$ cat src/hdl/tcce_pkg.sv
`timescale 1ns / 1ps
`default_nettype none

package tcce_pkg;

    localparam int COL_W  = 7;
    localparam int ROW_W  = 5;
    localparam int CHAR_W = 8;
    localparam int ATTR_W = 8;
    localparam int CELL_W = 16;

    localparam int PADDR_W = 2;
    localparam int PDATA_W = 32;
    localparam logic [PADDR_W-1:0] REG_TEXT_ATTR = 2'd0;
    localparam logic [ATTR_W-1:0]  ATTR_RESET    = 8'h07;

    localparam logic [CHAR_W-1:0] CH_NEWLINE   = 8'h0A;
    localparam logic [CHAR_W-1:0] CH_RETURN    = 8'h0D;
    localparam logic [CHAR_W-1:0] CH_BACKSPACE = 8'h08;
    localparam logic [CHAR_W-1:0] CH_SPACE     = 8'h20;
    localparam logic [CELL_W-1:0] RESET_CELL   = 16'h0720;

    localparam logic [1:0] MODE_PUT   = 2'd0;
    localparam logic [1:0] MODE_DRAW  = 2'd1;
    localparam logic [1:0] MODE_CLEAR = 2'd2;
    localparam logic [1:0] MODE_READ  = 2'd3;

    typedef logic [2:0] kind_t;
    localparam kind_t OP_PRINT     = 3'd0;
    localparam kind_t OP_NEWLINE   = 3'd1;
    localparam kind_t OP_RETURN    = 3'd2;
    localparam kind_t OP_BACKSPACE = 3'd3;
    localparam kind_t OP_DRAW      = 3'd4;
    localparam kind_t OP_CLEAR     = 3'd5;
    localparam kind_t OP_READ      = 3'd6;

    typedef struct packed {
        kind_t             kind;
        logic [CHAR_W-1:0] ch;
        logic [ATTR_W-1:0] attr;
        logic [COL_W-1:0]  col;
        logic [ROW_W-1:0]  row;
        logic              in_range;
    } op_t;

    localparam int QUEUE_DEPTH = 2;
    localparam int Q_PTR_W     = $clog2(QUEUE_DEPTH);
    localparam int Q_CNT_W     = $clog2(QUEUE_DEPTH + 1);

endpackage

`default_nettype wire

$ cat src/hdl/tcce_queue.sv
`timescale 1ns / 1ps
`default_nettype none

module tcce_queue (
    input  logic          clk,
    input  logic          rst_n,
    input  logic          push_valid,
    output logic          push_ready,
    input  tcce_pkg::op_t push_op,
    output logic          pop_valid,
    input  logic          pop_ready,
    output tcce_pkg::op_t pop_op
);

    localparam logic [tcce_pkg::Q_PTR_W-1:0] LAST_PTR =
        tcce_pkg::Q_PTR_W'(tcce_pkg::QUEUE_DEPTH - 1);
    localparam logic [tcce_pkg::Q_CNT_W-1:0] FULL_CNT =
        tcce_pkg::Q_CNT_W'(tcce_pkg::QUEUE_DEPTH);

    tcce_pkg::op_t                entry_reg [tcce_pkg::QUEUE_DEPTH];
    logic [tcce_pkg::Q_PTR_W-1:0] wr_ptr_reg, wr_ptr_next;
    logic [tcce_pkg::Q_PTR_W-1:0] rd_ptr_reg, rd_ptr_next;
    logic [tcce_pkg::Q_CNT_W-1:0] count_reg, count_next;
    logic                         do_push;
    logic                         do_pop;

    assign push_ready = count_reg != FULL_CNT;
    assign pop_valid  = count_reg != '0;
    assign pop_op     = entry_reg[rd_ptr_reg];
    assign do_push    = push_valid && push_ready;
    assign do_pop     = pop_valid && pop_ready;

    always_comb
    begin
        wr_ptr_next = wr_ptr_reg;
        rd_ptr_next = rd_ptr_reg;
        count_next  = count_reg;
        if (do_push)
            wr_ptr_next = (wr_ptr_reg == LAST_PTR) ? '0 : wr_ptr_reg + 1'b1;
        if (do_pop)
            rd_ptr_next = (rd_ptr_reg == LAST_PTR) ? '0 : rd_ptr_reg + 1'b1;
        if (do_push && !do_pop)
            count_next = count_reg + 1'b1;
        else if (do_pop && !do_push)
            count_next = count_reg - 1'b1;
    end

    always_ff @(posedge clk or negedge rst_n)
    begin
        if (!rst_n)
        begin
            wr_ptr_reg <= '0;
            rd_ptr_reg <= '0;
            count_reg  <= '0;
        end
        else
        begin
            wr_ptr_reg <= wr_ptr_next;
            rd_ptr_reg <= rd_ptr_next;
            count_reg  <= count_next;
        end
    end

    always_ff @(posedge clk)
    begin
        if (do_push)
            entry_reg[wr_ptr_reg] <= push_op;
    end

endmodule

`default_nettype wire

$ cat config.mk
export PLATFORM = sky130hd
export DESIGN_NAME = tcce_queue
export DESIGN_NICKNAME = d
export VERILOG_FILES = /design/src/hdl/tcce_pkg.sv /design/src/hdl/tcce_queue.sv
export SDC_FILE = /design/constraint.sdc
export NUM_CORES = 1
export LEC_CHECK = 0
export BUFFER_PORTS_ARGS = -buffer_cell sky130_fd_sc_hd__buf_2
export CORE_ASPECT_RATIO = 0.75
export CORE_UTILIZATION = 30
export CTS_BUF_LIST = sky130_fd_sc_hd__clkbuf_2
export CTS_CLUSTER_SIZE = 8
export DETAILED_ROUTE_END_ITERATION = 10
export HOLD_SLACK_MARGIN = 0.05
export PLACE_DENSITY = 0.55
export REMOVE_ABC_BUFFERS = 1
export SKIP_LAST_GASP = 1
export SYNTH_ARGS = -nofsm -noshare
export SYNTH_HDL_FRONTEND = slang
export SYNTH_SLANG_ARGS = --single-unit
$ cat constraint.sdc
create_clock -name clk -period 5.6 [get_ports clk]
set_clock_uncertainty 0.1 [all_clocks]
set_input_delay 0.56 -clock clk [delete_from_list [all_inputs] [get_ports clk]]
set_output_delay 0.56 -clock clk [all_outputs]
set_load 0.02 [all_outputs]
==> flow_metrics.py, run 1 <==
metrics = {
    "synthesis": {
        "synth-edff-count": 64,
        "async_reset_ff_frac": 0.0588,
        "yosys-top-cells-count": "edfxtp_1, mux2_4, dfrtp_1",
        "synthCells": 118,
        "post_synth.cell_area_avg_sq_um": 22.5,
        "ys_seq_area_frac": 0.760,
        "ys_seq_elements": 68,
        "yosys_warnings": 0,
        "synth_cell_type_count": 16,
        "yosys-top-cells-area": "edfxtp_1, mux2_4, dfrtp_1, buf_12, mux2_2",
        "yosysMostFrequentCell": "edfxtp_1",
        "yosys.area.top_type": "edfxtp_1",
        "netlist_area_sq_mm": 0.00266,
        "synthFlopType": "edfxtp_1",
        "synth_top_area_share": 0.723,
    },
    "worst_setup_path": {
        "worstSetupEndpoint": "pop_op[12]",
        "r2r_slack_ps": 3630,
        "crit_fanout": 33,
        "arrival_ps": 2140,
        "end_kind": "output pin",
        "r2r-start": "count_reg[0]",
        "cp-start-kind": "flip-flop",
        "cp_data_required_time_ps": 4940,
        "reg2reg_to": "entry_reg[0][31]",
        "criticalPathCategory": "flip-flop to output pin",
        "r2r_cells": 3,
        "crit_start": "rd_ptr_reg",
    },
    "sta": {
        "max_slew_margin": 0.324,
        "rsz0062_at_grt": "false",
        "timing.setup.tns_ps": 0,
        "fin_hold_ws_ps": 150,
        "hold_viol": 0,
        "period_needed_ps": 2800,
        "timing.final.crit_share": 0.500,
        "slew_violations": 0,
        "max_slew.worst_pin.slew_ps": 1010,
        "clock.fmax_mhz": 357,
        "finalSetupViolations": 0,
    },
    "cts": {
        "cts-root-buf": "clkbuf_2",
        "cts_tree": "built",
        "clk_latency_ps": 480,
        "htree_levels": 3,
        "numCtsBuffers": 9,
        "clock-sinks": 68,
        "ctsResizeCount": 0,
        "post_cts_buffers": 0,
        "clockBufferDepth": 2,
        "clk_pin_slew_ps": 190,
        "cts_hold_buffers": 1,
    },
    "detailed_routing": {
        "ant_nets": 0,
        "wl_per_cell_um": 13.6,
        "totalWireLength_um": 4190,
        "drc": 0,
        "drt_iter0_drc": 24,
        "vias": 1265,
        "firstDrtPassIters": 4,
        "drt-vias-per-instance": 4.09,
    },
    "grt": {
        "antenna_found_initial": 1,
        "grt_pass1_wl_um": 6460,
        "first_global_vias": 1271,
        "grt.overflow.total": 0,
        "grt_max_degree": 34,
        "grt.total_usage": 0.0965,
    },
    "hold_path": {
        "hold_path.class": "input port to flip-flop",
        "hold_depth": 1,
    },
    "power_and_ir_drop": {
        "irDropWorstVdd_v": 0.000336,
        "pwr-share-comb": 0.355,
        "powerDensity_mw_per_mm2": 514,
        "p_sw_mw": 0.565,
        "power_frac_clock": 0.163,
        "seq_power_share": 0.482,
        "p_leak_nw": 1.28,
        "swShare": 0.343,
        "p_int_mw": 1.08,
    },
    "floorplanning": {
        "die_w_um": 111,
        "dieArea_sq_mm": 0.00925,
        "core_sq_mm": 0.00853,
        "rows": 29,
        "io_pins": 70,
        "die_h_um": 83.5,
        "floorplan.initialDensity": 0.312,
    },
    "placement": {
        "placed_area_sq_mm": 0.00308,
        "io_buffers": 69,
        "placedCellCount": 291,
        "place_congestion": 0.662,
        "dp_hpwl_um": 2720,
    },
    "final_layout": {
        "final_layout_size_suffix_gt1_frac": 0.600,
        "multi_input_area_sq_um": 571,
        "fin_cells": 309,
        "nNetsFinal": 232,
        "largest_reg_flops": 64,
        "stdcell_area_sq_mm": 0.00320,
        "seqCellArea_sq_mm": 0.00202,
        "syn2layout_area_growth_pct": 20.5,
        "final_core_util": 0.376,
        "num-fill-cells": 803,
    },
    "status": {
        "status": "finished, final reports clean",
    },
    "job": {
        "maxCapViolCount": 0,
    },
}
==> critical path, cell delays in order, from the launching register on <==
cell and delay, ps:
dfrtp_2 1080, mux2_2 410, buf_2 160
==> metal layers <==
metal  GRT usage  share of wire  up-vias  wire length (um)
li1            -              -      611                 -
met1       0.117           0.47      596              1960
met2       0.136           0.44       58              1860
met3      0.0610          0.089        0               374
met4      0.0400              0        0                 0
met5           0              0        -                 0
==> power by group through the flow <==
| stage | clock network (mW) | registers (mW) | logic, mW |
|---|---|---|---|
| 2_1_floorplan | 0 | 0.785 | 0.439 |
| 3_3_place_gp | 0 | 0.809 | 0.593 |
| 3_5_place_dp | 0 | 0.813 | 0.595 |
| 4_1_cts | 0.287 | 0.800 | 0.599 |
| 5_1_grt | 0.307 | 0.813 | 0.625 |
| 6_report | 0.269 | 0.793 | 0.585 |
==> cell usage in the layout, fill, tap and decap left out, drive strengths merged <==
cell type and count:
buf 69, edfxtp 64, mux2 32, clkbuf 9, dfrtp 4, clkinv 4
xnor2 3, xor2 2, clkinvlp 2, nand2 2, nor2 2, diode 1
nand2b 1, inv 1, or2 1, and3 1, ha 1, bufinv 1
dlygate4sd3 1
==> kinds of logic (layout without fill, tap and decap cells) <==
| group | after synthesis | after routing | share of synthesized area |
|---|---|---|---|
| buffers and inverters | 5 | 87 | 0.0282 |
| adders and majority gates | 1 | 1 | 0.00471 |
| DFF | 68 | 68 | 0.760 |
| other | 0 | 1 | 0 |
| muxes | 32 | 32 | 0.176 |
| and+or+nand+nor | 7 | 7 | 0.0137 |
| xor gates and xnor gates | 5 | 5 | 0.0165 |
==> layout make-up <==
cell class	instances	area share
clock inverters	7	0.0211
repair buffers	70	0.111
multi-input cells	45	0.178
diodes	1	0.000781
flip-flops and latches	68	0.632
inverters	1	0.00117
clock buffers	9	0.0141
well taps	108	0.0422
==> per-stage QoR <==
stage	setup slack (ps)	power (mW)
detailed placement	3290	1.41
global placement	3300	1.40
CTS	2660	1.69
finish	2800	1.65
floorplan	2930	1.22
global route	2590	1.74
==> worst min path at each step <==
stage / end / from / slack (ps)
floorplan: count_reg[0] / rst_n / 160
global placement: count_reg[1] / rst_n / 270
detailed placement: wr_ptr_reg / rst_n / 280
CTS: entry_reg[1][2] / push_op[2] / 60
global route: entry_reg[1][6] / push_op[6] / 60
finish: entry_reg[1][19] / push_op[19] / 150
(Power assumes the default switching activity.)
==> run 2, diff against run 1 <==
Clock period 5.6 ns to 2.6 ns, I/O delays scaled along.
==> run 2 against run 1 <==
Against the previous run:
- setup slack worse by 2500 ps
- flip-flop and latch count stayed put
- core utilization is 5.0 points higher
- power is 130% higher
- combinational power is 140% higher
- first-iteration DRC count is 58% higher
- count of clock-buffer cells in the layout stayed put
- die area stayed put
- final cell count is 12% higher
- design area is 13% higher
- critical endpoint is now pop_op[16]
==> flow_metrics.py, run 2 (synthesis gave the netlist of run 1 again) <==
metrics = {
    "final_layout": {
        "stdcell_area_sq_mm": 0.00363,
        "nNetsFinal": 270,
        "final_layout_size_suffix_gt1_frac": 0.517,
        "final_core_util": 0.426,
        "num-fill-cells": 777,
        "seqCellArea_sq_mm": 0.00202,
        "largest_reg_flops": 64,
        "n_antenna_cell": 0,
        "most-common-layout-cells": "buf_2, edfxtp_1, dlygate4sd3_1",
        "syn2layout_area_growth_pct": 36.7,
        "final_common_cell": "buf_2",
        "multi_input_area_sq_um": 571,
    },
    "cts": {
        "htree_levels": 3,
        "numCtsBuffers": 9,
        "post_cts_buffers": 0,
        "cts_hold_buffers": 36,
        "clockBufferDepth": 2,
        "clock-sinks": 68,
        "cts-root-buf": "clkbuf_2",
        "clk_pin_slew_ps": 200,
        "ctsResizeCount": 0,
        "clk_latency_ps": 480,
        "cts_tree": "built",
    },
    "floorplanning": {
        "core_sq_mm": 0.00853,
        "floorplan.initialDensity": 0.312,
        "io_pins": 70,
        "die_h_um": 83.5,
        "dieArea_sq_mm": 0.00925,
        "die_w_um": 111,
        "rows": 29,
    },
    "sta": {
        "timing.setup.tns_ps": 0,
        "hold_viol": 0,
        "clock.fmax_mhz": 431,
        "rsz0062_at_grt": "false",
        "period_needed_ps": 2320,
        "timing.final.crit_share": 0.892,
        "worst_slack_ps": 281,
        "finalSetupViolations": 0,
        "max_slew_margin": 0.645,
        "max_slew.worst_pin.slew_ps": 532,
        "slew_violations": 0,
    },
    "worst_setup_path": {
        "arrival_ps": 1960,
        "cp_data_required_time_ps": 2240,
        "criticalPathCategory": "flip-flop to output pin",
        "crit_fanout": 19,
        "end_kind": "output pin",
        "cp-start-kind": "flip-flop",
    },
    "detailed_routing": {
        "ant_nets": 0,
        "wl_per_cell_um": 13.1,
        "drt-vias-per-instance": 4.10,
        "vias": 1420,
        "firstDrtPassIters": 2,
        "drc": 0,
        "drt_iter0_drc": 38,
        "totalWireLength_um": 4550,
    },
    "grt": {
        "grt.total_usage": 0.108,
        "first_global_vias": 1456,
        "antenna_found_initial": 0,
        "grt.overflow.total": 0,
        "grt_max_degree": 33,
        "grt_pass1_wl_um": 7250,
    },
    "placement": {
        "placed_area_sq_mm": 0.00311,
        "dp_slack_ps": 759,
        "io_buffers": 69,
        "place_congestion": 0.657,
        "dp_hpwl_um": 2840,
    },
    "power_and_ir_drop": {
        "p_leak_nw": 1.47,
        "irDropWorstVdd_v": 0.000525,
        "powerDensity_mw_per_mm2": 1050,
        "report.power.total_mw": 3.83,
    },
    "status": {
        "status": "finished, final reports clean",
    },
    "job": {
        "maxCapViolCount": 0,
    },
    "hold_path": {
        "hold_path.class": "input port to flip-flop",
    },
}
## run 2: cell count changes in the layout (fill, tap and decap cells not counted), sizes merged
cell / previous run / this run
clkinvlp: 2 / 1
clkinv: 4 / 3
buf: 69 / 72
dlygate4sd3: 1 / 36
bufinv: 1 / 3
diode: 1 / 0
## run 2: routing by layer
layer | track usage | part of all wire
met1 | 0.128 | 0.45
met2 | 0.168 | 0.46
met3 | 0.0530 | 0.069
met4 | 0.0436 | 0.015
met5 | 0 | 0
## run 2: area by class of cell
class / instances / share of cell area
repair buffers: 108 / 0.204
flip-flops and latches: 68 / 0.557
clock buffers: 9 / 0.0124
inverters: 1 / 0.00103
clock inverters: 7 / 0.0317
multi-input cells: 45 / 0.157
well taps: 108 / 0.0372
## run 2: critical path: stages (launching register included)
cell and delay [ps]:
dfrtp_2 700, buf_12 250, mux2_2 350, buf_2 160
## run 2: power breakdown
part	switching [mW]	internal (mW)	leakage, nW
sequential	0.136	1.50	0.640
combinational	0.744	0.673	0.740
clock	0.366	0.411	0.0895
total	1.25	2.59	1.47
## run 2: path summary, 6_finish.rpt
| kind | from | depth (start not counted) | endpoint | slack (ps) |
|---|---|---|---|---|
| worst max-delay path | rd_ptr_reg | 3 | pop_op[16] | 280 |
| worst min-delay path | push_op[4] | 2 | entry_reg[0][4] | 360 |
| worst max register to register | count_reg[0] | 3 | entry_reg[1][6] | 790 |
| worst min register to register | count_reg[1] | 1 | count_reg[1] | 410 |
| max in group asynchronous | rst_n | 3 | rd_ptr_reg | 1660 |
| min in group asynchronous | rst_n | 3 | count_reg[0] | 550 |
## run 2: metrics by stage
step | std cells | hold WS (ps)
floorplan | 114 | -136
global placement | 294 | -26.0
detailed placement | 294 | -26.4
CTS | 346 | 305
global route | 346 | 294
finish | 346 | 360
