--- config.mk ---
export PLATFORM = sky130hd
export DESIGN_NAME = tcce_front_flat
export DESIGN_NICKNAME = d
export VERILOG_FILES = /design/src/hdl/tcce_pkg.sv /design/src/hdl/tcce_stream_ifs.sv /design/src/hdl/tcce_front.sv /design/src/flat_wrapper.sv
export SDC_FILE = /design/constraint.sdc
export NUM_CORES = 1
export LEC_CHECK = 0
export BUFFER_PORTS_ARGS = -buffer_cell sky130_fd_sc_hd__buf_2
export CAP_MARGIN = 10
export CORE_AREA = 2 2 39 41
export DETAILED_ROUTE_END_ITERATION = 10
export DIE_AREA = 0 0 41 43
export PLACE_DENSITY_LB_ADDON = 0.1
export SLEW_MARGIN = 25
export SYNTH_ARGS = -nofsm -noshare
export SYNTH_HDL_FRONTEND = slang
export SYNTH_SLANG_ARGS = --single-unit
--- constraint.sdc ---
create_clock -name vclk -period 2.1
set_clock_uncertainty 0.1 [all_clocks]
set_input_delay 0.315 -clock vclk [all_inputs]
set_output_delay 0.315 -clock vclk [all_outputs]
set_load 0.01 [all_outputs]
--- src/hdl/tcce_pkg.sv ---
`timescale 1ns / 1ps
`default_nettype none

package tcce_pkg;

    localparam int COL_W  = 7;
    localparam int ROW_W  = 5;
    localparam int CHAR_W = 8;
    localparam int ATTR_W = 8;
    localparam int CELL_W = 16;

    localparam int PADDR_W = 2;
    localparam int PDATA_W = 32;
    localparam logic [PADDR_W-1:0] REG_TEXT_ATTR = 2'd0;
    localparam logic [ATTR_W-1:0]  ATTR_RESET    = 8'h07;

    localparam logic [CHAR_W-1:0] CH_NEWLINE   = 8'h0A;
    localparam logic [CHAR_W-1:0] CH_RETURN    = 8'h0D;
    localparam logic [CHAR_W-1:0] CH_BACKSPACE = 8'h08;
    localparam logic [CHAR_W-1:0] CH_SPACE     = 8'h20;
    localparam logic [CELL_W-1:0] RESET_CELL   = 16'h0720;

    localparam logic [1:0] MODE_PUT   = 2'd0;
    localparam logic [1:0] MODE_DRAW  = 2'd1;
    localparam logic [1:0] MODE_CLEAR = 2'd2;
    localparam logic [1:0] MODE_READ  = 2'd3;

    typedef logic [2:0] kind_t;
    localparam kind_t OP_PRINT     = 3'd0;
    localparam kind_t OP_NEWLINE   = 3'd1;
    localparam kind_t OP_RETURN    = 3'd2;
    localparam kind_t OP_BACKSPACE = 3'd3;
    localparam kind_t OP_DRAW      = 3'd4;
    localparam kind_t OP_CLEAR     = 3'd5;
    localparam kind_t OP_READ      = 3'd6;

    typedef struct packed {
        kind_t             kind;
        logic [CHAR_W-1:0] ch;
        logic [ATTR_W-1:0] attr;
        logic [COL_W-1:0]  col;
        logic [ROW_W-1:0]  row;
        logic              in_range;
    } op_t;

    localparam int QUEUE_DEPTH = 2;
    localparam int Q_PTR_W     = $clog2(QUEUE_DEPTH);
    localparam int Q_CNT_W     = $clog2(QUEUE_DEPTH + 1);

endpackage

`default_nettype wire

--- src/hdl/tcce_stream_ifs.sv ---
`timescale 1ns / 1ps
`default_nettype none

interface tcce_cmd_if;
    logic                        valid;
    logic                        ready;
    logic [1:0]                  mode;
    logic [tcce_pkg::CHAR_W-1:0] char_code;
    logic [3:0]                  fg_color;
    logic [3:0]                  bg_color;
    logic [tcce_pkg::COL_W-1:0]  cell_col;
    logic [tcce_pkg::ROW_W-1:0]  cell_row;

    modport source (
        output valid, mode, char_code, fg_color, bg_color, cell_col, cell_row,
        input  ready
    );
    modport sink (
        input  valid, mode, char_code, fg_color, bg_color, cell_col, cell_row,
        output ready
    );
endinterface


`default_nettype wire

--- src/hdl/tcce_front.sv ---
`timescale 1ns / 1ps
`default_nettype none

module tcce_front #(
    parameter int COLUMNS = 80,
    parameter int ROWS    = 25
) (
    tcce_cmd_if.sink        cmd,
    input  logic            init_busy,
    output logic            push_valid,
    input  logic            push_ready,
    output tcce_pkg::op_t   push_op
);

    logic col_ok;
    logic row_ok;

    assign cmd.ready  = push_ready && !init_busy;
    assign push_valid = cmd.valid && !init_busy;

    assign col_ok = {1'b0, cmd.cell_col} < (tcce_pkg::COL_W + 1)'(COLUMNS);
    assign row_ok = {1'b0, cmd.cell_row} < (tcce_pkg::ROW_W + 1)'(ROWS);

    always_comb
    begin
        push_op.ch       = cmd.char_code;
        push_op.attr     = {cmd.bg_color, cmd.fg_color};
        push_op.col      = cmd.cell_col;
        push_op.row      = cmd.cell_row;
        push_op.in_range = col_ok && row_ok;
        unique case (cmd.mode)
            tcce_pkg::MODE_PUT:
            begin
                priority if (cmd.char_code == tcce_pkg::CH_NEWLINE)
                    push_op.kind = tcce_pkg::OP_NEWLINE;
                else if (cmd.char_code == tcce_pkg::CH_RETURN)
                    push_op.kind = tcce_pkg::OP_RETURN;
                else if (cmd.char_code == tcce_pkg::CH_BACKSPACE)
                    push_op.kind = tcce_pkg::OP_BACKSPACE;
                else
                    push_op.kind = tcce_pkg::OP_PRINT;
            end
            tcce_pkg::MODE_DRAW:  push_op.kind = tcce_pkg::OP_DRAW;
            tcce_pkg::MODE_CLEAR: push_op.kind = tcce_pkg::OP_CLEAR;
            tcce_pkg::MODE_READ:  push_op.kind = tcce_pkg::OP_READ;
        endcase
    end

endmodule

`default_nettype wire

--- src/flat_wrapper.sv ---
// flat-port wrapper written by rule: the top's interface ports become plain ports
module tcce_front_flat 
#(
    parameter int COLUMNS = 80,
    parameter int ROWS    = 25
)
  (init_busy, push_valid, push_ready, push_op, cmd_valid, cmd_mode, cmd_char_code, cmd_fg_color, cmd_bg_color, cmd_cell_col, cmd_cell_row, cmd_ready);
  tcce_cmd_if cmd_i ();
  input  logic init_busy;
  output logic push_valid;
  input  logic push_ready;
  output tcce_pkg::op_t push_op;
  input wire logic [$bits(cmd_i.valid)-1:0] cmd_valid;
  input wire logic [$bits(cmd_i.mode)-1:0] cmd_mode;
  input wire logic [$bits(cmd_i.char_code)-1:0] cmd_char_code;
  input wire logic [$bits(cmd_i.fg_color)-1:0] cmd_fg_color;
  input wire logic [$bits(cmd_i.bg_color)-1:0] cmd_bg_color;
  input wire logic [$bits(cmd_i.cell_col)-1:0] cmd_cell_col;
  input wire logic [$bits(cmd_i.cell_row)-1:0] cmd_cell_row;
  output wire logic [$bits(cmd_i.ready)-1:0] cmd_ready;
  assign cmd_i.valid = cmd_valid;
  assign cmd_i.mode = cmd_mode;
  assign cmd_i.char_code = cmd_char_code;
  assign cmd_i.fg_color = cmd_fg_color;
  assign cmd_i.bg_color = cmd_bg_color;
  assign cmd_i.cell_col = cmd_cell_col;
  assign cmd_i.cell_row = cmd_cell_row;
  assign cmd_ready = cmd_i.ready;
  tcce_front #(.COLUMNS(COLUMNS), .ROWS(ROWS)) u_core (.cmd(cmd_i), .init_busy(init_busy), .push_valid(push_valid), .push_ready(push_ready), .push_op(push_op));
endmodule
==> metrics, run 1 <==
status completed; Placeable Area 0.00138 sq mm; # Post-CTS Setup Buffers 0; final cycle utilization of the critical path 74.7%; Synthesized Nets 76; initial antenna violation count 0; Total GRT Usage 6.49%; Routed Antenna Nets 0; Initial Util 22.3%; maximum VDD drop 0.0512 mV; RSZ-0062 raised after global routing no; vias per cell 4.22; PortBufs 43; Max FO, Critical Path 3; Die H 43 um; Initial DRC Count 0; post-synthesis area per instance 7.19 sq um; Syn Inst Count 43; GP Congestion 0.575; yosys synthesis warning count 0; Mapped Area 309 sq um; final setup violation count 0; relative slew slack 83.5%; First-pass DRT Iterations 1; Seq/Total Area, Yosys 0%; DRC Markers 0; Tmin final 1.57 ns; class of the worst hold path input pin to output port; count of pins over their slew limit 0; Area Overhead vs Synth 8.10%; global-route wire length before repair 869 um; clock buffers 0; largest net degree at the start of global routing 4; CP arrival 1.15 ns; Worst Setup End Kind output port; Routed WL per cell 9.66 um; Max stage delay on crit path 0.30 ns; Rows 14; pre-CTS setup slack 0.511 ns; Worst-Margin Slew 0.245 ns; leakage power 0.205 nW; Fillers 155; share of layout cells above drive strength 1 77.6%; Fin. Hold Viols 0; cts-stage hold buffer count 0; power density of the placed cells 208 mW/mm^2; Critical Path RT 1.68 ns; # diodes 0; GRT overflow 0; Tot Pwr 0.0696 mW; final cell utilization of the core 24.1%; vias in the first global route 216; Final WS setup 0.532 ns; Resized Gates After CTS 0; die width 41 um; most frequent CP cell buf_2; FMAX 638 MHz; Seq. cell area 0 sq um; Slowest cell on crit path o41ai_2; Routed WL 715 um; crit path kind input pin to output port; vias 312; io pins 67; FFs & Latches 0; Final #Nets 93; crit start category input pin; Max-cap violations 0; Total Die Area 0.00176 sq mm; post-synthesis cell type count 12; CP Cell Sequence buf_2 -> or2_4 -> o41ai_2 -> buf_2; setup_tns 0 ns
[Yosys cell counts]
cell type,count,area (sq um)
nor2b_1,2,12.5
o41ai_2,1,16.3
and2_1,1,6.26
or2_4,1,8.76
nor2_1,3,11.3
buf_4,28,210
xor2_1,1,8.76
o21ai_0,1,5.00
nand2_1,2,7.51
a31oi_1,1,6.26
o311ai_0,1,8.76
nor3b_1,1,7.51
[cells by family (layout without fill, tap and decap cells)]
family | count (synthesis) | after routing | synth area share (%)
XOR/XNOR | 1 | 1 | 2.83
AND/OR/NAND/NOR | 10 | 10 | 17.4
buffers and inverters | 28 | 43 | 68.0
AO/OA/AOI/OAI | 4 | 4 | 11.7
[stage by stage]
step | hold WS (ns) | cells | cell area [sq um]
4_1_cts | 0.530 | 74 | 334
6_report | 0.530 | 74 | 334
5_1_grt | 0.530 | 74 | 334
3_3_place_gp | 0.530 | 74 | 334
2_1_floorplan | 0.576 | 43 | 309
3_5_place_dp | 0.530 | 74 | 334
[cell usage in the layout, fill, tap and decap left out]
| cell type | netlist | routed |
|---|---|---|
| and2_1 | 1 | 1 |
| nor3b_1 | 1 | 1 |
| a31oi_1 | 1 | 1 |
| xor2_1 | 1 | 1 |
| buf_2 | 0 | 43 |
| nor2b_1 | 2 | 2 |
| o311ai_0 | 1 | 1 |
| o21ai_0 | 1 | 1 |
| nor2_1 | 3 | 3 |
| or2_4 | 1 | 1 |
| o41ai_2 | 1 | 1 |
| nand2_1 | 2 | 2 |
[final timing paths]
check	start	end	slack, ns	depth (start not counted)
worst max-delay path	cmd_mode[1]	push_op[30]	0.53	4
worst min-delay path	cmd_fg_color[0]	push_op[13]	0.53	0
[critical path, delay by kind of cell]
kind / cells / cell delay [ns]
AOI/OAI and AO/OA: 1 / 0.30
buffers and inverters: 2 / 0.29
and+or+nand+nor: 1 / 0.24
[per-layer routing]
metal / global-route usage [%] / share of wire, % / wire, um / vias to the layer above
li1: - / - / - / 142
met1: 5.38 / 31 / 219 / 122
met2: 13.4 / 42 / 300 / 48
met3: 2.62 / 27 / 195 / 0
met4: 0 / 0 / 0 / 0
met5: 0 / 0 / 0 / -
[power breakdown]
part / switching (mW) / total, mW / leakage [nW] / internal [mW]
clock network: 0 / 0 / 0 / 0
logic: 0.0340 / 0.0696 / 0.205 / 0.0357
registers: 0 / 0 / 0 / 0
total: 0.0340 / 0.0696 / 0.205 / 0.0357
[cell type report]
class | count | area (sq um) | share of cell area, %
Timing Repair Buffer | 43 | 215 | 64.4
Tap cell | 16 | 20.0 | 5.99
Multi-Input combinational cell | 15 | 98.8 | 29.6
Note: power is estimated with default switching activity, not from simulation.
==> inputs of run 2 (changes only) <==
--- a/config.mk
+++ b/config.mk
@@ -7,9 +7,9 @@
 export LEC_CHECK = 0
 export BUFFER_PORTS_ARGS = -buffer_cell sky130_fd_sc_hd__buf_2
 export CAP_MARGIN = 10
-export CORE_AREA = 2 2 39 41
+export CORE_MARGIN = 2
+export CORE_UTILIZATION = 22
 export DETAILED_ROUTE_END_ITERATION = 10
-export DIE_AREA = 0 0 41 43
 export PLACE_DENSITY_LB_ADDON = 0.1
 export SLEW_MARGIN = 25
 export SYNTH_ARGS = -nofsm -noshare
==> constraint.sdc (replaced) <==
create_clock -name vclk -period 1.4
set_clock_uncertainty 0.1 [all_clocks]
set_input_delay 0.21 -clock vclk [all_inputs]
set_output_delay 0.21 -clock vclk [all_outputs]
set_load 0.01 [all_outputs]
==> run 2 against run 1 <==
Global-route usage is 0.92 points higher. Routed wire length shrank 0.70%. Die area decreased by 2.4%. Core utilization increased by 1.8 points. Setup slack got worse by 0.47 ns. Count of clock-buffer cells in the layout did not move. Non-clock buffer count is the same. Critical path depth unchanged. Final area is 1.1% higher. Cell count down 1.4%. Hold slack worse by 0.21 ns. Critical endpoint unchanged.
==> metrics, run 2 (synthesized netlist as in run 1, its figures left out) <==
commonest non-fill, non-tap cell in the layout buf_2 (unchanged); io pins 67 (unchanged); GP Congestion 0.686 (was 0.575); vias in the first global route 243 (was 216); Rows 13 (was 14); Initial Util 23.7% (was 22.3%); crit path kind input pin to output port (unchanged); Seq. cell area 0 sq um (unchanged); leakage power 0.207 nW (was 0.205 nW); Max FO, Critical Path 3 (unchanged); relative slew slack 83.0% (was 83.5%); Final #Nets 93 (unchanged); cts-stage hold buffer count 0 (unchanged); Routed WL per cell 9.73 um (was 9.66 um); # diodes 0 (unchanged); Routed Antenna Nets 0 (unchanged); Tmin final 1.34 ns; worst hold slack 0.320 ns (was 0.530 ns); Worst Setup End Kind output port (unchanged); Fin. Hold Viols 0 (unchanged); Die H 41.5 um (was 43 um); crit start category input pin (unchanged); most frequent cells in the layout buf_2, nor2_1, nand2_1, nor2b_1 (unchanged); FFs & Latches 0 (unchanged); Total GRT Usage 7.41% (was 6.49%); Initial DRC Count 1 (was 0); First-pass DRT Iterations 4 (was 1); Total Die Area 0.00172 sq mm (was 0.00176 sq mm); class of the worst hold path input pin to output port (unchanged); share of layout cells above drive strength 1 79.3% (was 77.6%); Critical Path RT 1.09 ns (was 1.68 ns); post-DP HPWL 685 um; status completed (unchanged); count of pins over their slew limit 0 (unchanged); Routed WL 710 um (was 715 um); vias per cell 3.90 (was 4.22); PortBufs 43 (unchanged); final cycle utilization of the critical path 95.7%; FMAX 746 MHz; Worst-Margin Slew 0.251 ns (was 0.245 ns); CP arrival 1.03 ns (was 1.15 ns); initial antenna violation count 0 (unchanged); maximum VDD drop 0.0724 mV (was 0.0512 mV); Tot Pwr 0.105 mW (was 0.0696 mW); Area Overhead vs Synth 9.31% (was 8.10%); Max-cap violations 0 (unchanged); clock buffers 0 (unchanged); Placeable Area 0.00130 sq mm (was 0.00138 sq mm); global-route wire length before repair 1130 um (was 869 um); DRC Markers 0 (unchanged); GRT overflow 0 (unchanged); vias 285 (was 312); RSZ-0062 raised after global routing yes (was no); die width 41.5 um (was 41 um); largest net degree at the start of global routing 4 (unchanged); power density of the placed cells 311 mW/mm^2 (was 208 mW/mm^2); final setup violation count 0 (unchanged)
-- run 2: worst paths after layout --
path	from	endpoint	slack, ns	cells past startpoint
setup / recovery	cmd_mode[1]	push_op[30]	0.06	4
hold / removal	cmd_fg_color[0]	push_op[13]	0.32	0
-- run 2: timing repair --
item                                    4_1_cts  5_1_grt
setup buffers                                 0        0
endpoints found under the setup margin        0        1
gates resized for setup                       0        1
-- run 2: cell type report --
type               instances  area, sq um
fillers                  160          963
multi-input cells         15          104
well taps                 15         18.8
repair buffers            43          215
-- run 2: metal layers --
metal	GRT usage, %	routed length, um
met5	0	0
met4	1.94	2
met3	3.04	128
met2	13.4	369
met1	7.79	210
-- run 2: through the flow --
step / setup TNS, ns / instance area [sq um] / worst slack [ns] / std cells / utilization [%]
after floorplan: 0 / 309 / 0.216 / 43 / -
after global placement: 0 / 333 / 0.0341 / 73 / 25.6
after detailed placement: 0 / 333 / 0.0400 / 73 / 25.6
after CTS: 0 / 333 / 0.0400 / 73 / 25.6
after global routing: -0.00261 / 338 / -0.00261 / 73 / 26.0
final: 0 / 338 / 0.0597 / 73 / 26.0
-- run 2: power breakdown --
| part | internal, mW | switching [mW] |
|---|---|---|
| clock | 0 | 0 |
| sequential | 0 | 0 |
| combinational | 0.0540 | 0.0511 |
-- run 2: worst max-delay path: stages --
cell     delay (ns)
buf_2          0.11
or2_4          0.25
o41ai_2        0.29
buf_2          0.17
==> inputs of run 3 (changes only) <==
--- a/config.mk
+++ b/config.mk
@@ -5,11 +5,11 @@
 export SDC_FILE = /design/constraint.sdc
 export NUM_CORES = 1
 export LEC_CHECK = 0
-export BUFFER_PORTS_ARGS = -buffer_cell sky130_fd_sc_hd__buf_2
 export CAP_MARGIN = 10
-export CORE_MARGIN = 2
-export CORE_UTILIZATION = 22
+export CORE_AREA = 2 2 39 41
 export DETAILED_ROUTE_END_ITERATION = 10
+export DIE_AREA = 0 0 41 43
+export DONT_BUFFER_PORTS = 1
 export PLACE_DENSITY_LB_ADDON = 0.1
 export SLEW_MARGIN = 25
 export SYNTH_ARGS = -nofsm -noshare
==> run 3 against run 2 <==
Power decreased by 76%. Final area decreased by 65%. Non-clock buffer count decreased by 43. Sequential share of layout area unchanged. Count of clock-buffer cells in the layout unchanged. Hold slack about the same. Routed wire length decreased by 29%. Global-route usage decreased by 2.9 points. First-iteration DRC count decreased by 100%. Via count decreased by 42%. Critical path type unchanged. Largest cell class is now multi-input combinational cells.
==> metrics, run 3 (synthesized netlist as in run 1, its figures left out) <==
status completed (unchanged); vias in the first global route 176 (was 243); hold path depth 0 (unchanged); vias per cell 5.29 (was 3.90); vias 164 (was 285); Initial DRC Count 0 (was 1); die width 41 um (was 41.5 um); Initial Util 22.3% (was 23.7%); Resized Gates After CTS 0 (unchanged); Rows 14 (was 13); global-route wire length before repair 600 um (was 1130 um); power density of the placed cells 209 mW/mm^2 (was 311 mW/mm^2); CP arrival 0.89 ns (was 1.03 ns); Area Overhead vs Synth -61.5% (was 9.31%); Tmin final 1.20 ns (was 1.34 ns); final cycle utilization of the critical path 86.0% (was 95.7%); PortBufs 0 (was 43); Routed Antenna Nets 0 (unchanged); cell family with most CP delay compound AO/OA/AOI/OAI gates (unchanged); largest net degree at the start of global routing 4 (unchanged); FFs & Latches 0 (unchanged); Switching Fraction 55.2% (was 48.6%); CP bufs+invs 0 (was 2); Critical Path RT 1.09 ns (about the same); Max-cap violations 0 (unchanged); GP Congestion 0.526 (was 0.686); DRC Markers 0 (unchanged); Routed WL per cell 16.3 um (was 9.73 um); leakage power 0.0334 nW (was 0.207 nW); Slowest cell on crit path o41ai_2 (unchanged); First-pass DRT Iterations 1 (was 4); clock buffers 0 (unchanged); # diodes 0 (unchanged); FMAX 831 MHz (was 746 MHz); final setup violation count 0 (unchanged); count of pins over their slew limit 0 (unchanged); share of layout cells above drive strength 1 13.3% (was 79.3%); setup_tns 0 ns (unchanged); Fin. Hold Viols 0 (unchanged); # Post-CTS Setup Buffers 0 (unchanged); Routed WL 506 um (was 710 um); Clk network pwr share 0% (about the same); initial antenna violation count 0 (unchanged); GRT overflow 0 (unchanged); crit start category input pin (unchanged); relative slew slack 74.3% (was 83.0%); Worst-Margin Slew 0.381 ns (was 0.251 ns); Max stage delay on crit path 0.43 ns (was 0.29 ns); Worst Setup End Kind output port (unchanged); class of the worst hold path input pin to output port (unchanged); hold endpoint push_op[2] (was push_op[13]); io pins 67 (unchanged); CP Cell Sequence or2_4 -> o41ai_2 (was buf_2 -> or2_4 -> o41ai_2 -> buf_2); Psw 0.0137 mW (was 0.0511 mW); RSZ-0062 raised after global routing no (was yes); commonest non-fill, non-tap cell in the layout nor2_1 (was buf_2); Seq. cell area 0 sq um (unchanged); Seq pwr share 0% (about the same); Total GRT Usage 4.50% (was 7.41%); Comb power frac 100.0% (about the same); Die H 43 um (was 41.5 um); Total Die Area 0.00176 sq mm (was 0.00172 sq mm); cts-stage hold buffer count 0 (unchanged); P_int 0.0111 mW (was 0.0540 mW); Max FO, Critical Path 3 (unchanged); crit path kind input pin to output port (unchanged); maximum VDD drop 0.0216 mV (was 0.0724 mV); most frequent cells in the layout nor2_1, nand2_1, nor2b_1 (was buf_2, nor2_1, nand2_1, nor2b_1); Tot Pwr 0.0248 mW (was 0.105 mW); Placeable Area 0.00138 sq mm (was 0.00130 sq mm); Final #Nets 50 (was 93); Hold Crit Start cmd_cell_row[1] (was cmd_fg_color[0])
## run 3: metal layers
| layer | wire length [um] | vias to the layer above | GRT usage, % |
|---|---|---|---|
| li1 | - | 56 | - |
| met1 | 56 | 56 | 0 |
| met2 | 280 | 47 | 11.6 |
| met3 | 149 | 5 | 2.62 |
| met4 | 20 | 0 | 2.00 |
| met5 | 0 | - | 0 |
## run 3: worst max path at each step
stage	cells after the start	end	startpoint	slack (ns)
after floorplan	2	push_op[30]	cmd_mode[1]	0.22
after global placement	3	push_op[30]	cmd_char_code[7]	0.18
after CTS	3	push_op[30]	cmd_char_code[7]	0.18
after global routing	3	push_op[30]	cmd_char_code[7]	0.04
after detailed placement	3	push_op[30]	cmd_char_code[7]	0.18
final	2	push_op[30]	cmd_mode[1]	0.20
## run 3: cell type report
class	instances	area [sq um]
tap	16	20.0
fill	162	1260
multi-input combinational	15	98.8
## run 3: power groups by stage
stage	combinational (mW)	clock [mW]	sequential (mW)
2_1_floorplan	0.106	0	0
3_3_place_gp	0.0257	0	0
3_5_place_dp	0.0255	0	0
4_1_cts	0.0255	0	0
5_1_grt	0.0289	0	0
6_report	0.0248	0	0
## run 3: metrics by stage
step           area, sq um  hold slack (ns)  utilization, %  setup slack [ns]  cells
2_1_floorplan          309            0.366               -             0.216     43
3_3_place_gp           119            0.320            8.59             0.177     31
3_5_place_dp           119            0.320            8.59             0.176     31
4_1_cts                119            0.320            8.59             0.176     31
5_1_grt                119            0.320            8.59            0.0373     31
6_report               119            0.320            8.59             0.197     31
